--- src/upng_pkg.sv ---
// Package for the uncompressed PNG stream encoder: constants, sequencer states, CRC step.
package upng_pkg;

    localparam int MaxSide = 16384;
    localparam logic [31:0] CrcPoly = 32'hEDB88320;
    localparam logic [31:0] AllOnes = 32'hFFFFFFFF;
    localparam logic [16:0] AdlerMod = 17'd65521;
    localparam logic [15:0] BlockMax = 16'd65535;
    localparam logic [7:0] CfgWidth = 8'd0;
    localparam logic [7:0] CfgHeight = 8'd1;

    typedef enum logic [4:0] {
        PH_IDLE,
        PH_SIZE,
        PH_RAWCNT,
        PH_BLKCNT,
        PH_LENCALC,
        PH_SIG,
        PH_IHLEN,
        PH_IHBODY,
        PH_IHCRC,
        PH_IDLEN,
        PH_IDTAG,
        PH_ZLIB,
        PH_BHDR,
        PH_RAW,
        PH_ADLER,
        PH_IDCRC,
        PH_IELEN,
        PH_IETAG,
        PH_IECRC
    } phase_t;

    // one byte through the reflected CRC-32
    function automatic logic [31:0] crc_byte(input logic [31:0] c, input logic [7:0] b);
        logic [31:0] v;
        v = c ^ {24'd0, b};
        for (int k = 0; k < 8; k++)
        begin
            v = v[0] ? ((v >> 1) ^ CrcPoly) : (v >> 1);
        end
        return v;
    endfunction

    // PNG signature bytes
    function automatic logic [7:0] sig_byte(input logic [2:0] i);
        logic [7:0] r;
        unique case (i)
            3'd0: r = 8'h89;
            3'd1: r = 8'h50;
            3'd2: r = 8'h4E;
            3'd3: r = 8'h47;
            3'd4: r = 8'h0D;
            3'd5: r = 8'h0A;
            3'd6: r = 8'h1A;
            default: r = 8'h0A;
        endcase
        return r;
    endfunction

    // big-endian byte of a word
    function automatic logic [7:0] be_byte(input logic [31:0] w, input logic [1:0] i);
        logic [7:0] r;
        unique case (i)
            2'd0: r = w[31:24];
            2'd1: r = w[23:16];
            2'd2: r = w[15:8];
            default: r = w[7:0];
        endcase
        return r;
    endfunction

endpackage

--- src/uncompressed_png_stream_encoder.sv ---
// Top level: byte-serial PNG encoder with shared CRC unit, Adler-32 and word packer.
//
//  channel | signals                        | word
//  --------+--------------------------------+------------------------------------
//  pixel   | s_tvalid s_tready s_tdata      | red, green, blue
//  file    | m_tvalid m_tready m_tdata      | out_data, byte_count; tlast run_last,
//          | m_tlast m_tuser                | tuser frame_end
//  config  | cfg_valid cfg_ready cfg_index  | register index, write data
//          | cfg_data                       |
//
// One byte is packed per cycle unless a stalled output word holds it. Chunk type and data
// bytes pass the shared byte-wise CRC unit. A pixel adds 3 or 4 raw bytes plus 5 per stored
// block header it opens. The first pixel of a frame runs the SIZE, RAWCNT, BLKCNT and
// LENCALC setup states and adds 43 header bytes, the last 20 bytes. s_tready is high only
// while the sequencer is idle. A stalled output word holds the sequencer at the byte that
// would complete the next word. Reset, asynchronous and active low, leaves both sizes at 1.
module uncompressed_png_stream_encoder
(
    input  logic        clk,
    input  logic        rst_n,
    input  logic        s_tvalid,
    output logic        s_tready,
    input  logic [23:0] s_tdata,   // red[7:0], green[15:8], blue[23:16]
    output logic        m_tvalid,
    input  logic        m_tready,
    output logic [39:0] m_tdata,   // out_data[31:0], byte_count[34:32], zero[39:35]
    output logic        m_tlast,   // run_last
    output logic        m_tuser,   // frame_end
    input  logic        cfg_valid,
    output logic        cfg_ready,
    input  logic [7:0]  cfg_index,
    input  logic [14:0] cfg_data
);

    upng_pkg::phase_t phase_reg, phase_next;
    logic [4:0]  idx_reg, idx_next;
    logic [1:0]  psel_reg, psel_next;
    logic [23:0] pix_reg, pix_next;
    logic [14:0] img_w_reg, img_h_reg;
    logic [14:0] fw_reg, fw_next, fh_reg, fh_next;
    logic [29:0] raw_reg, raw_next;
    logic [13:0] blocks_reg, blocks_next;
    logic [31:0] idat_len_reg, idat_len_next;
    logic [29:0] left_reg, left_next;
    logic [15:0] fill_reg, fill_next;
    logic [13:0] col_reg, col_next;
    logic [15:0] alow_reg, alow_next, ahigh_reg, ahigh_next;
    logic [31:0] crc_reg, crc_next;
    logic [31:0] acc_reg, acc_next;
    logic [1:0]  acnt_reg, acnt_next;
    logic        ov_reg, ov_next;
    logic [31:0] od_reg, od_next;
    logic [2:0]  oc_reg, oc_next;
    logic        ol_reg, ol_next, of_reg, of_next;

    logic [7:0]  byte_val;
    logic        push, crc_en, last_byte, fend, step_ok, out_free, at_end;
    logic [4:0]  last_idx;
    logic [16:0] low_sum, high_sum;
    logic [15:0] blen;
    logic [31:0] t_sum, q_sum;
    logic [16:0] tri_w;
    logic [31:0] shifted;

    assign s_tready  = (phase_reg == upng_pkg::PH_IDLE);
    assign cfg_ready = 1'b1;
    assign m_tvalid  = ov_reg;
    assign m_tdata   = {5'd0, oc_reg, od_reg};
    assign m_tlast   = ol_reg;
    assign m_tuser   = of_reg;
    assign out_free  = !ov_reg || m_tready;

    // configuration registers
    always_ff @(posedge clk or negedge rst_n)
    begin
        if (!rst_n)
        begin
            img_w_reg <= 15'd1;
            img_h_reg <= 15'd1;
        end
        else if (cfg_valid && cfg_ready)
        begin
            if (cfg_index == upng_pkg::CfgWidth)
            begin
                img_w_reg <= cfg_data;
            end
            else if (cfg_index == upng_pkg::CfgHeight)
            begin
                img_h_reg <= cfg_data;
            end
        end
    end

    // stored block length field from bytes still to come
    assign blen   = (left_reg > 30'(upng_pkg::BlockMax)) ? upng_pkg::BlockMax : left_reg[15:0];
    assign at_end = (idx_reg == last_idx);
    // ceil(raw / 65535) via the reciprocal trick
    assign t_sum  = {2'd0, raw_reg} + 32'd65534;
    assign q_sum  = t_sum + 32'd1 + (t_sum >> 16);
    assign tri_w  = {2'd0, fw_reg} + {1'b0, fw_reg, 1'b0} + 17'd1;
    assign low_sum  = {1'b0, alow_reg} + {9'd0, byte_val};

    // bytes per phase, less one
    always_comb
    begin
        unique case (phase_reg)
            upng_pkg::PH_SIG:    last_idx = 5'd7;
            upng_pkg::PH_IHBODY: last_idx = 5'd16;
            upng_pkg::PH_ZLIB:   last_idx = 5'd1;
            upng_pkg::PH_BHDR:   last_idx = 5'd4;
            upng_pkg::PH_IHLEN, upng_pkg::PH_IHCRC, upng_pkg::PH_IDLEN, upng_pkg::PH_IDTAG,
            upng_pkg::PH_ADLER, upng_pkg::PH_IDCRC, upng_pkg::PH_IELEN, upng_pkg::PH_IETAG,
            upng_pkg::PH_IECRC:  last_idx = 5'd3;
            default:             last_idx = 5'd0;
        endcase
    end

    // byte source for the current step
    always_comb
    begin
        byte_val = 8'd0;
        push     = 1'b1;
        crc_en   = 1'b1;
        unique case (phase_reg)
            upng_pkg::PH_SIG:
            begin
                byte_val = upng_pkg::sig_byte(idx_reg[2:0]);
                crc_en   = 1'b0;
            end
            upng_pkg::PH_IHLEN:
            begin
                byte_val = upng_pkg::be_byte(32'd13, idx_reg[1:0]);
                crc_en   = 1'b0;
            end
            upng_pkg::PH_IHBODY:
            begin
                priority if (idx_reg < 5'd4)
                    byte_val = upng_pkg::be_byte(32'h49484452, idx_reg[1:0]);
                else if (idx_reg < 5'd8)
                    byte_val = upng_pkg::be_byte({17'd0, fw_reg}, idx_reg[1:0]);
                else if (idx_reg < 5'd12)
                    byte_val = upng_pkg::be_byte({17'd0, fh_reg}, idx_reg[1:0]);
                else if (idx_reg == 5'd12)
                    byte_val = 8'd8;
                else if (idx_reg == 5'd13)
                    byte_val = 8'd2;
                else
                    byte_val = 8'd0;
            end
            upng_pkg::PH_IHCRC, upng_pkg::PH_IDCRC, upng_pkg::PH_IECRC:
            begin
                byte_val = upng_pkg::be_byte(crc_reg ^ upng_pkg::AllOnes, idx_reg[1:0]);
                crc_en   = 1'b0;
            end
            upng_pkg::PH_IDLEN:
            begin
                byte_val = upng_pkg::be_byte(idat_len_reg, idx_reg[1:0]);
                crc_en   = 1'b0;
            end
            upng_pkg::PH_IDTAG:
                byte_val = upng_pkg::be_byte(32'h49444154, idx_reg[1:0]);
            upng_pkg::PH_ZLIB:
                byte_val = (idx_reg == 5'd0) ? 8'h78 : 8'h01;
            upng_pkg::PH_BHDR:
            begin
                unique case (idx_reg[2:0])
                    3'd0:    byte_val = (left_reg <= 30'(upng_pkg::BlockMax)) ? 8'd1 : 8'd0;
                    3'd1:    byte_val = blen[7:0];
                    3'd2:    byte_val = blen[15:8];
                    3'd3:    byte_val = ~blen[7:0];
                    default: byte_val = ~blen[15:8];
                endcase
            end
            upng_pkg::PH_RAW:
            begin
                unique case (psel_reg)
                    2'd0:    byte_val = 8'd0;
                    2'd1:    byte_val = pix_reg[7:0];
                    2'd2:    byte_val = pix_reg[15:8];
                    default: byte_val = pix_reg[23:16];
                endcase
            end
            upng_pkg::PH_ADLER:
                byte_val = upng_pkg::be_byte({ahigh_reg, alow_reg}, idx_reg[1:0]);
            upng_pkg::PH_IELEN:
            begin
                byte_val = 8'd0;
                crc_en   = 1'b0;
            end
            upng_pkg::PH_IETAG:
                byte_val = upng_pkg::be_byte(32'h49454E44, idx_reg[1:0]);
            default:
            begin
                push   = 1'b0;
                crc_en = 1'b0;
            end
        endcase
    end

    assign last_byte = ((phase_reg == upng_pkg::PH_RAW) && (psel_reg == 2'd3)
                        && (left_reg != 30'd1))
                       || ((phase_reg == upng_pkg::PH_IECRC) && at_end);
    assign fend      = (phase_reg == upng_pkg::PH_IECRC);
    assign step_ok   = !push || !((acnt_reg == 2'd3) || last_byte) || out_free;

    // sequencer, running sums and packer
    always_comb
    begin
        phase_next    = phase_reg;
        idx_next      = idx_reg;
        psel_next     = psel_reg;
        pix_next      = pix_reg;
        fw_next       = fw_reg;
        fh_next       = fh_reg;
        raw_next      = raw_reg;
        blocks_next   = blocks_reg;
        idat_len_next = idat_len_reg;
        left_next     = left_reg;
        fill_next     = fill_reg;
        col_next      = col_reg;
        alow_next     = alow_reg;
        ahigh_next    = ahigh_reg;
        crc_next      = crc_reg;
        acc_next      = acc_reg;
        acnt_next     = acnt_reg;
        ov_next       = ov_reg && !m_tready;
        od_next       = od_reg;
        oc_next       = oc_reg;
        ol_next       = ol_reg;
        of_next       = of_reg;
        high_sum      = 17'd0;
        shifted       = 32'd0;

        unique case (phase_reg)
            upng_pkg::PH_IDLE:
            begin
                if (s_tvalid)
                begin
                    pix_next  = s_tdata;
                    psel_next = (col_reg == 14'd0) ? 2'd0 : 2'd1;
                    priority if (left_reg == 30'd0)
                        phase_next = upng_pkg::PH_SIZE;
                    else if (fill_reg == 16'd0)
                        phase_next = upng_pkg::PH_BHDR;
                    else
                        phase_next = upng_pkg::PH_RAW;
                end
            end
            upng_pkg::PH_SIZE:
            begin
                fw_next = (img_w_reg == 15'd0) ? 15'd1
                        : (img_w_reg > 15'(upng_pkg::MaxSide)) ? 15'(upng_pkg::MaxSide)
                        : img_w_reg;
                fh_next = (img_h_reg == 15'd0) ? 15'd1
                        : (img_h_reg > 15'(upng_pkg::MaxSide)) ? 15'(upng_pkg::MaxSide)
                        : img_h_reg;
                crc_next   = upng_pkg::AllOnes;
                phase_next = upng_pkg::PH_RAWCNT;
            end
            upng_pkg::PH_RAWCNT:
            begin
                raw_next   = {15'd0, fh_reg} * {13'd0, tri_w};
                phase_next = upng_pkg::PH_BLKCNT;
            end
            upng_pkg::PH_BLKCNT:
            begin
                blocks_next = q_sum[29:16];
                phase_next  = upng_pkg::PH_LENCALC;
            end
            upng_pkg::PH_LENCALC:
            begin
                idat_len_next = {2'd0, raw_reg} + 32'd6 + {16'd0, blocks_reg, 2'd0}
                              + {18'd0, blocks_reg};
                left_next  = raw_reg;
                fill_next  = 16'd0;
                col_next   = 14'd0;
                alow_next  = 16'd1;
                ahigh_next = 16'd0;
                idx_next   = 5'd0;
                phase_next = upng_pkg::PH_SIG;
            end
            default:
            begin
                if (step_ok)
                begin
                    if (crc_en)
                    begin
                        crc_next = upng_pkg::crc_byte(crc_reg, byte_val);
                    end
                    // pack the byte
                    unique case (acnt_reg)
                        2'd0:    shifted = {byte_val, 24'd0};
                        2'd1:    shifted = {8'd0, byte_val, 16'd0};
                        2'd2:    shifted = {16'd0, byte_val, 8'd0};
                        default: shifted = {24'd0, byte_val};
                    endcase
                    if ((acnt_reg == 2'd3) || last_byte)
                    begin
                        ov_next   = 1'b1;
                        od_next   = acc_reg | shifted;
                        oc_next   = {1'b0, acnt_reg} + 3'd1;
                        ol_next   = last_byte;
                        of_next   = last_byte && fend;
                        acc_next  = 32'd0;
                        acnt_next = 2'd0;
                    end
                    else
                    begin
                        acc_next  = acc_reg | shifted;
                        acnt_next = acnt_reg + 2'd1;
                    end
                    idx_next = at_end ? 5'd0 : idx_reg + 5'd1;

                    unique case (phase_reg)
                        upng_pkg::PH_RAW:
                        begin
                            alow_next = (low_sum >= upng_pkg::AdlerMod)
                                      ? 16'(low_sum - upng_pkg::AdlerMod) : low_sum[15:0];
                            high_sum  = {1'b0, ahigh_reg} + {1'b0, alow_next};
                            ahigh_next = (high_sum >= upng_pkg::AdlerMod)
                                       ? 16'(high_sum - upng_pkg::AdlerMod) : high_sum[15:0];
                            left_next = left_reg - 30'd1;
                            fill_next = (fill_reg + 16'd1 >= upng_pkg::BlockMax)
                                      ? 16'd0 : fill_reg + 16'd1;
                            idx_next  = 5'd0;
                            if (psel_reg == 2'd3)
                            begin
                                col_next = ({1'b0, col_reg} + 15'd1 >= fw_reg)
                                         ? 14'd0 : col_reg + 14'd1;
                                phase_next = (left_next == 30'd0) ? upng_pkg::PH_ADLER
                                                                  : upng_pkg::PH_IDLE;
                            end
                            else
                            begin
                                psel_next  = psel_reg + 2'd1;
                                phase_next = (fill_next == 16'd0) ? upng_pkg::PH_BHDR
                                                                  : upng_pkg::PH_RAW;
                            end
                        end
                        default:
                        begin
                            if (at_end)
                            begin
                                unique case (phase_reg)
                                    upng_pkg::PH_SIG:    phase_next = upng_pkg::PH_IHLEN;
                                    upng_pkg::PH_IHLEN:  phase_next = upng_pkg::PH_IHBODY;
                                    upng_pkg::PH_IHBODY: phase_next = upng_pkg::PH_IHCRC;
                                    upng_pkg::PH_IHCRC:
                                    begin
                                        phase_next = upng_pkg::PH_IDLEN;
                                        crc_next   = upng_pkg::AllOnes;
                                    end
                                    upng_pkg::PH_IDLEN:  phase_next = upng_pkg::PH_IDTAG;
                                    upng_pkg::PH_IDTAG:  phase_next = upng_pkg::PH_ZLIB;
                                    upng_pkg::PH_ZLIB:
                                        phase_next = (fill_reg == 16'd0) ? upng_pkg::PH_BHDR
                                                                         : upng_pkg::PH_RAW;
                                    upng_pkg::PH_BHDR:   phase_next = upng_pkg::PH_RAW;
                                    upng_pkg::PH_ADLER:  phase_next = upng_pkg::PH_IDCRC;
                                    upng_pkg::PH_IDCRC:
                                    begin
                                        phase_next = upng_pkg::PH_IELEN;
                                        crc_next   = upng_pkg::AllOnes;
                                    end
                                    upng_pkg::PH_IELEN:  phase_next = upng_pkg::PH_IETAG;
                                    upng_pkg::PH_IETAG:  phase_next = upng_pkg::PH_IECRC;
                                    upng_pkg::PH_IECRC:
                                    begin
                                        phase_next = upng_pkg::PH_IDLE;
                                        crc_next   = upng_pkg::AllOnes;
                                        col_next   = 14'd0;
                                        fill_next  = 16'd0;
                                        alow_next  = 16'd1;
                                        ahigh_next = 16'd0;
                                    end
                                    default:             phase_next = upng_pkg::PH_IDLE;
                                endcase
                            end
                        end
                    endcase
                end
            end
        endcase
    end

    // state registers
    always_ff @(posedge clk or negedge rst_n)
    begin
        if (!rst_n)
        begin
            phase_reg    <= upng_pkg::PH_IDLE;
            idx_reg      <= 5'd0;
            psel_reg     <= 2'd0;
            pix_reg      <= 24'd0;
            fw_reg       <= 15'd1;
            fh_reg       <= 15'd1;
            raw_reg      <= 30'd0;
            blocks_reg   <= 14'd0;
            idat_len_reg <= 32'd0;
            left_reg     <= 30'd0;
            fill_reg     <= 16'd0;
            col_reg      <= 14'd0;
            alow_reg     <= 16'd1;
            ahigh_reg    <= 16'd0;
            crc_reg      <= upng_pkg::AllOnes;
            acc_reg      <= 32'd0;
            acnt_reg     <= 2'd0;
            ov_reg       <= 1'b0;
            od_reg       <= 32'd0;
            oc_reg       <= 3'd0;
            ol_reg       <= 1'b0;
            of_reg       <= 1'b0;
        end
        else
        begin
            phase_reg    <= phase_next;
            idx_reg      <= idx_next;
            psel_reg     <= psel_next;
            pix_reg      <= pix_next;
            fw_reg       <= fw_next;
            fh_reg       <= fh_next;
            raw_reg      <= raw_next;
            blocks_reg   <= blocks_next;
            idat_len_reg <= idat_len_next;
            left_reg     <= left_next;
            fill_reg     <= fill_next;
            col_reg      <= col_next;
            alow_reg     <= alow_next;
            ahigh_reg    <= ahigh_next;
            crc_reg      <= crc_next;
            acc_reg      <= acc_next;
            acnt_reg     <= acnt_next;
            ov_reg       <= ov_next;
            od_reg       <= od_next;
            oc_reg       <= oc_next;
            ol_reg       <= ol_next;
            of_reg       <= of_next;
        end
    end

endmodule

--- config.mk ---
export PLATFORM = sky130hd
export DESIGN_NAME = uncompressed_png_stream_encoder
export DESIGN_NICKNAME = d
export VERILOG_FILES = /design/src/upng_pkg.sv /design/src/uncompressed_png_stream_encoder.sv
export SDC_FILE = /design/constraint.sdc
export NUM_CORES = 2
export LEC_CHECK = 0
export ABC_AREA = 1
export BUFFER_PORTS_ARGS = -buffer_cell sky130_fd_sc_hd__buf_2
export CELL_PAD_IN_SITES_DETAIL_PLACEMENT = 1
export CELL_PAD_IN_SITES_GLOBAL_PLACEMENT = 2
export CORE_UTILIZATION = 31
export CTS_CLUSTER_DIAMETER = 200
export DETAILED_ROUTE_END_ITERATION = 8
export PLACE_DENSITY = 0.74
export SLEW_MARGIN = 25
export SYNTH_ARGS = -nofsm -noshare
export SYNTH_HDL_FRONTEND = slang
export SYNTH_SLANG_ARGS = --single-unit
--- constraint.sdc ---
create_clock -name clk -period 9.7 [get_ports clk]
set_input_delay 1.455 -clock clk [delete_from_list [all_inputs] [get_ports clk]]
set_output_delay 1.455 -clock clk [all_outputs]
set_load 0.05 [all_outputs]
# [Yosys cells after proc, flatten, opt, wreduce, memory -nomap -nowiden]
# Memory sizes are Yosys's and may differ from the RTL's.
# Index checks and enable logic that the tools add are counted.
[word_totals] register_bits=368 latchBits=0 ram_bits=0 mem_bits_ro=128 in_bits=52 out_inout_bits=45 word_cells=268 mem_count=1
[mem_list] name="(name not given)" depth=32 width=4 rd=1 rd_ports_with_merged_regs=0 write_ports=0 line="uncompressed_png_stream_encoder.sv:106" source="unique case (phase_reg)"
[op_classes] n_addsub=20 n_mul=1 div_mod_pow=0 order_cmp=11 eq_ne=39 shift=0 mux=96 n_bitwise=18 reduce_logical=58
[op_table] op="two-way mux 32 bit" n=16
[op_table] op="two-way mux 16 bit" n=14
[op_table] op="NOT 13 -> 14 bit" n=8
[op_table] op="case mux 16 bit (2 select lines)" n=3
[op_table] op="case mux 32 bit (3 select lines)" n=1
[op_table] op="case mux 8 bit (3 select lines)" n=4
[op_table] op="case mux 8 bit (11 select lines)" n=1
[op_table] op="two-way mux 14 bit" n=6
[op_table] op="case mux 32 bit (2 select lines)" n=1
[op_table] op="zero test 30 bit" n=2
[op_table] op="two-way mux 15 bit" n=4
[op_table] op="two-way mux 30 bit" n=2
[op_table] op="case mux 30 bit (2 select lines)" n=1
[op_table] op="case mux 5 bit (12 select lines)" n=1
[op_table] op="equality test 5 x 4 -> 1 bit, second input constant" n=10
[op_table] op="case mux 8 bit (6 select lines)" n=1
[op_table] op="two-way mux 5 bit" n=7
[op_table] op="greater-or-equal comparator 17 x 16 -> 1 bit, second input constant" n=2
[op_table] op="adder 31 x 16 -> 32 bit" n=1
[op_table] op="adder 32 x 14 -> 32 bit" n=1
[op_table] op="zero test 16 bit" n=2
[op_table] op="NOT 32 bit" n=1
[op_table] op="OR 32 bit" n=1
[op_table] op="case mux 8 bit (2 select lines)" n=2
[op_table] op="other kinds (76)" n=151

# [Depth between registers and ports, before layout]
[depth] depth_word=30 ltp_mapped=58 mapped_depth_nobuf=56

# [Worst setup path before layout]
# No wires, ideal clock.
[synth_timing] kind="register -> register" startpoint="register fw_reg[2]" endpoint="register raw_reg[26]" setup_time_ns=0.130 t_arrival_ns=7.279 required_ns=9.570 slack_ns=2.290 path_stages_with_launch=38 path_buffers=0 period_less_slack_ns=7.410 cell_sequence="dfrtp_1 > ha_1 > nand2_1 > o21ai_0 > a21oi_1 > o21ai_0 > nand2_1 > nand2_1 > a21oi_1 > o21ai_0 > nor2_1 > nor2_1 > inv_1 > nor2_1 > fa_1 > fa_1 > inv_1 > fa_1 > [2 not listed] > fa_1 > fa_1 > ha_1 > nand2_1 > o21ai_0 > nand2_1 > nand2_1 > nand2_1 > nand2_1 > nand2_1 > nand2_1 > inv_1 > o21bai_1 > a21oi_1 > o21a_1 > or2_2 > nand3_1 > o21ai_0"
[synth_between] elab_chain_len=3
[synth_lines] item="start: declaration" line="uncompressed_png_stream_encoder.sv:40" source="logic [14:0] fw_reg, fw_next, fh_reg, fh_next;"
[synth_lines] item="start signal: assignment" line="uncompressed_png_stream_encoder.sv:420" source="fw_reg <= fw_next;"
[synth_lines] item="adder 15 x 16 -> 17 bit" line="uncompressed_png_stream_encoder.sv:100" source="assign tri_w = {2'd0, fw_reg} + {1'b0, fw_reg, 1'b0} + 17'd1;"
[synth_lines] item="adder 17 x 1 -> 17 bit" line="uncompressed_png_stream_encoder.sv:100"
[synth_lines] item="multiplier 15 x 17 -> 30 bit" line="uncompressed_png_stream_encoder.sv:262" source="raw_next = {15'd0, fh_reg} * {13'd0, tri_w};"
[synth_lines] item="end signal: assignment" line="uncompressed_png_stream_encoder.sv:422" source="raw_reg <= raw_next;"
[synth_lines] item="end: declaration" line="uncompressed_png_stream_encoder.sv:41" source="logic [29:0] raw_reg, raw_next;"
# No other way between the ends.
# A chain may end at the register's enable or synchronous reset.

# [Final worst setup path]
[layout_timing] startpoint="register fw_reg[0]" endpoint="register raw_reg[26]"
# The elaborated chain is that of the path after synthesis.

==> impl_metrics.sql <==
INSERT INTO impl_metrics (metric_group, metric, value, unit) VALUES
('status', 'outcome', 'complete, but fails checks', ''),
('status', 'failing_checks', 'DRC', ''),
('place', 'placedInstanceArea', '35080', 'sq um'),
('drt', 'drtPass1Iterations', '7', ''),
('cells_and_area', 'area_growth', '10.79', '%'),
('floorplanning', 'boundaryPins', '97', ''),
('place', 'routabilityCongestion', '0.8777', ''),
('yosys', 'postSynthCellCount', '4395', ''),
('place', 'post-dp-hpwl', '95520', 'um'),
('sta', 'final_hold_viol_count', '0', ''),
('sta', 'slew_headroom', '34.02', '%'),
('power_and_ir_drop', 'share_clk_of_total_power', '14.5', '%'),
('yosys', 'mean_area_per_synthesized_cell', '7.534', 'sq um'),
('floorplanning', 'die_width', '328.8', 'um'),
('drt', 'dr_total_vias', '29990', ''),
('power_and_ir_drop', 'p_seq_share', '22.4', '%'),
('min_path', 'hold_depth', '2', ''),
('power_and_ir_drop', 'comb_power_share', '63.0', '%'),
('setup_path', 'cp_data_required_time', '10.20', 'ns'),
('cells_and_area', 'insertedDiodeCount', '0', ''),
('floorplanning', 'vertical_die_dimension', '328.8', 'um'),
('drt', 'totalWireLength', '122000', 'um'),
('drt', 'detail_route.iter0.violations', '1601', ''),
('drt', 'drc', '1', ''),
('cells_and_area', 'finish.cell_count_without_fillers', '5870', ''),
('grt', 'met2_routing_resource_usage_after_global_routing', '37.82', '%'),
('power_and_ir_drop', 'power.share.switching', '54.90', '%'),
('min_path', 'timing.hold.worst.start', 'idat_len_reg[1]', ''),
('setup_path', 'path_class', 'register to register', ''),
('min_path', 'min_to', 'idat_len_reg[1]', ''),
('setup_path', 'worst-path-max-fanout', '19', ''),
('yosys', 'synthDistinctLibCells', '66', ''),
('setup_path', 'rr_endpoint', 'raw_reg[26]', ''),
('drt', 'vias_per_cell', '5.109', ''),
('sta', 'setup_repair_after_global_routing_missed_its_margin', 'false', ''),
('yosys', 'asr_flop_ratio_synth', '100.0', '%'),
('power_and_ir_drop', 'internal-power', '5.745', 'mW'),
('sta', 'final.min_clock_period', '8.983', 'ns'),
('grt', 'overflow', '0', ''),
('cts', 'post_cts.repair.setup_buffers', '0', ''),
('power_and_ir_drop', 'finalPower', '12.74', 'mW'),
('cts', 'clock_insertion_delay_worst_skew', '0.65', 'ns'),
('setup_path', 'cp-startpoint', 'fw_reg[0]', ''),
('cts', 'holdBufCountCts', '0', ''),
('yosys', 'syn-cell-area', '33110', 'sq um'),
('place', 'placement.io_buffers', '90', ''),
('sta', 'maxSlewViolCount', '0', ''),
('sta', 'timing.final.ws_setup', '0.7169', 'ns'),
('cells_and_area', 'post-route-cell-area', '36690', 'sq um'),
('grt', 'grt_first_pass_wirelength', '189600', 'um'),
('setup_path', 'max_stage_delay', '0.85', 'ns'),
('yosys', 'seq_area_frac_synth', '27.88', '%'),
('setup_path', 'crit_arrival', '9.48', 'ns'),
('floorplanning', 'initial_core_util', '31.37', '%'),
('drt', 'antenna_violating_nets_post_route', '0', ''),
('place', 'place_worst_setup_slack', '0.6027', 'ns'),
('cts', 'numClockSinks', '367', ''),
('min_path', 'min-delay-path-class', 'register to register', ''),
('grt', 'grt_util_met3', '2.328', '%'),
('power_and_ir_drop', 'cellPowerDensity', '347.2', 'nW/um^2'),
('grt', 'gr-max-usage-layer', 'met2', ''),
('yosys', 'number_of_flops_mapped_to_enable_cells_by_yosys', '0', ''),
('grt', 'global_routing_usage_on_met1', '31.06', '%'),
('sta', 'setup_tns', '0', 'ns'),
('floorplanning', 'fp.coreArea', '105600', 'sq um'),
('power_and_ir_drop', 'irDropWorstVdd', '0.1792', 'mV'),
('cts', 'cts.repair.resized', '0', ''),
('place', 'placedCellCount', '5781', ''),
('sta', 'finalSetupViolCount', '0', ''),
('flow_run', 'max-cap-violations', '0', ''),
('setup_path', 'timing.critical_path.to_type', 'register', '');
==> metal layers <==
metal / routed length (um) / share of wire (%) / vias up
li1: - / - / 14300
met1: 56680 / 46 / 15060
met2: 58380 / 48 / 470
met3: 3710 / 3.0 / 162
met4: 3263 / 2.7 / 0
met5: 0 / 0 / -
==> worst max-delay path: cells and delay by family, from the launching register on <==
kind / cells / cell delay (ns)
flip-flops: 1 / 0.85
AND/OR/NAND/NOR: 12 / 1.36
AO/OA/AOI/OAI: 8 / 1.66
adder cells (fa/ha/maj): 8 / 3.46
XOR/XNOR: 1 / 0.71
buffers and inverters: 8 / 0.82
==> worst max path at each step <==
| stage | depth (start not counted) | endpoint | slack [ns] |
|---|---|---|---|
| after floorplan | 37 | raw_reg[26] | 2.29 |
| after detailed placement | 37 | raw_reg[26] | 0.60 |
| after global placement | 37 | raw_reg[26] | 0.83 |
| final | 37 | raw_reg[26] | 0.72 |
| after global routing | 37 | raw_reg[26] | 0.06 |
| after CTS | 37 | raw_reg[26] | 0.55 |
==> layout by cell type (no fill, tap or decap), types with 20 or more instances in the layout <==
master	synthesis	routed
sky130_fd_sc_hd__a21oi_1	214	214
sky130_fd_sc_hd__o22ai_1	21	21
sky130_fd_sc_hd__nand2_2	28	29
sky130_fd_sc_hd__fa_1	207	207
sky130_fd_sc_hd__buf_2	26	89
sky130_fd_sc_hd__inv_2	23	24
sky130_fd_sc_hd__dfrtp_1	330	330
sky130_fd_sc_hd__mux2_2	21	21
sky130_fd_sc_hd__dfstp_2	37	37
sky130_fd_sc_hd__o21ai_0	378	378
sky130_fd_sc_hd__nand3_1	264	264
sky130_fd_sc_hd__buf_4	8	42
sky130_fd_sc_hd__or2_2	20	20
sky130_fd_sc_hd__clkbuf_16	0	48
sky130_fd_sc_hd__ha_1	221	220
sky130_fd_sc_hd__xnor2_1	35	35
sky130_fd_sc_hd__a31oi_1	25	25
sky130_fd_sc_hd__nand4_1	45	45
sky130_fd_sc_hd__nand2_1	974	973
sky130_fd_sc_hd__xor2_1	146	146
sky130_fd_sc_hd__nor3_1	54	54
sky130_fd_sc_hd__nor4_1	31	31
sky130_fd_sc_hd__inv_1	607	607
sky130_fd_sc_hd__nor2_1	377	372
sky130_fd_sc_hd__o211ai_1	31	31
==> metrics by stage <==
| step | utilization (%) | hold WS [ns] |
|---|---|---|
| floorplan | - | 0.4366 |
| global placement | 33.23 | 0.4621 |
| detailed placement | 33.23 | 0.4643 |
| CTS | 34.75 | 0.4785 |
| global route | 34.75 | 0.5039 |
| finish | 34.75 | 0.4776 |
==> power by group through the flow <==
stage          logic (mW)  clock network, mW  registers, mW
5_1_grt              9.01               1.96           2.93
3_3_place_gp         7.94                  0           2.87
2_1_floorplan        5.47                  0           2.71
3_5_place_dp         8.04                  0           2.87
4_1_cts              8.10               1.90           2.85
6_report             8.03               1.85           2.86
==> final cells by class <==
cell class	count	area, sq um
fill	12960	68880
multi-input combinational	3246	20900
sequential	367	9230
inverter	644	2417
tap	1391	1740
clock buffer	71	1398
timing repair buffer	133	795.8
clock inverter	18	205.2
==> Yosys cell counts, types with 5 or more instances <==
cell type	instances	share of area, %
sky130_fd_sc_hd__clkbuf_1	103	1.2
sky130_fd_sc_hd__o21ai_0	378	5.7
sky130_fd_sc_hd__o2111ai_1	5	0.13
sky130_fd_sc_hd__or2_2	20	0.38
sky130_fd_sc_hd__nand3_1	264	4.0
sky130_fd_sc_hd__dfrtp_1	330	25
sky130_fd_sc_hd__nor2_1	377	4.3
sky130_fd_sc_hd__nand4_1	45	0.85
sky130_fd_sc_hd__dfstp_2	37	2.9
sky130_fd_sc_hd__o211ai_1	31	0.70
sky130_fd_sc_hd__nor2_2	13	0.25
sky130_fd_sc_hd__xor2_1	146	3.9
sky130_fd_sc_hd__clkinv_1	14	0.16
sky130_fd_sc_hd__buf_4	8	0.18
sky130_fd_sc_hd__a21oi_1	214	3.2
sky130_fd_sc_hd__mux2_2	21	0.71
sky130_fd_sc_hd__ha_1	221	8.4
sky130_fd_sc_hd__o221ai_1	6	0.16
sky130_fd_sc_hd__buf_2	26	0.39
sky130_fd_sc_hd__nor3_1	54	0.82
sky130_fd_sc_hd__a31oi_1	25	0.47
sky130_fd_sc_hd__a21boi_0	6	0.14
sky130_fd_sc_hd__a22o_1	5	0.13
sky130_fd_sc_hd__nor4_1	31	0.59
sky130_fd_sc_hd__inv_2	23	0.26
sky130_fd_sc_hd__o21bai_1	5	0.11
sky130_fd_sc_hd__o22ai_1	21	0.40
sky130_fd_sc_hd__nand3b_1	9	0.20
sky130_fd_sc_hd__o31ai_1	7	0.16
sky130_fd_sc_hd__xnor2_1	35	0.93
sky130_fd_sc_hd__a22oi_1	16	0.36
sky130_fd_sc_hd__nand2_2	28	0.53
sky130_fd_sc_hd__o21ai_1	17	0.26
sky130_fd_sc_hd__inv_1	607	6.9
sky130_fd_sc_hd__fa_1	207	13
sky130_fd_sc_hd__o21ai_2	5	0.13
sky130_fd_sc_hd__nand2_1	974	11
==> kinds of logic after synthesis <==
logic type      count (synthesis)  synth area share, %
simple gates                 1834                23.45
fa+ha+maj                     428                20.87
flops                         367                27.88
mux                            21               0.7142
buf+inv                       786                9.122
compound gates                771                12.88
xor+xnor                      186                5.071
other cells                     2              0.02268
Power figures use the tool's default switching activity.
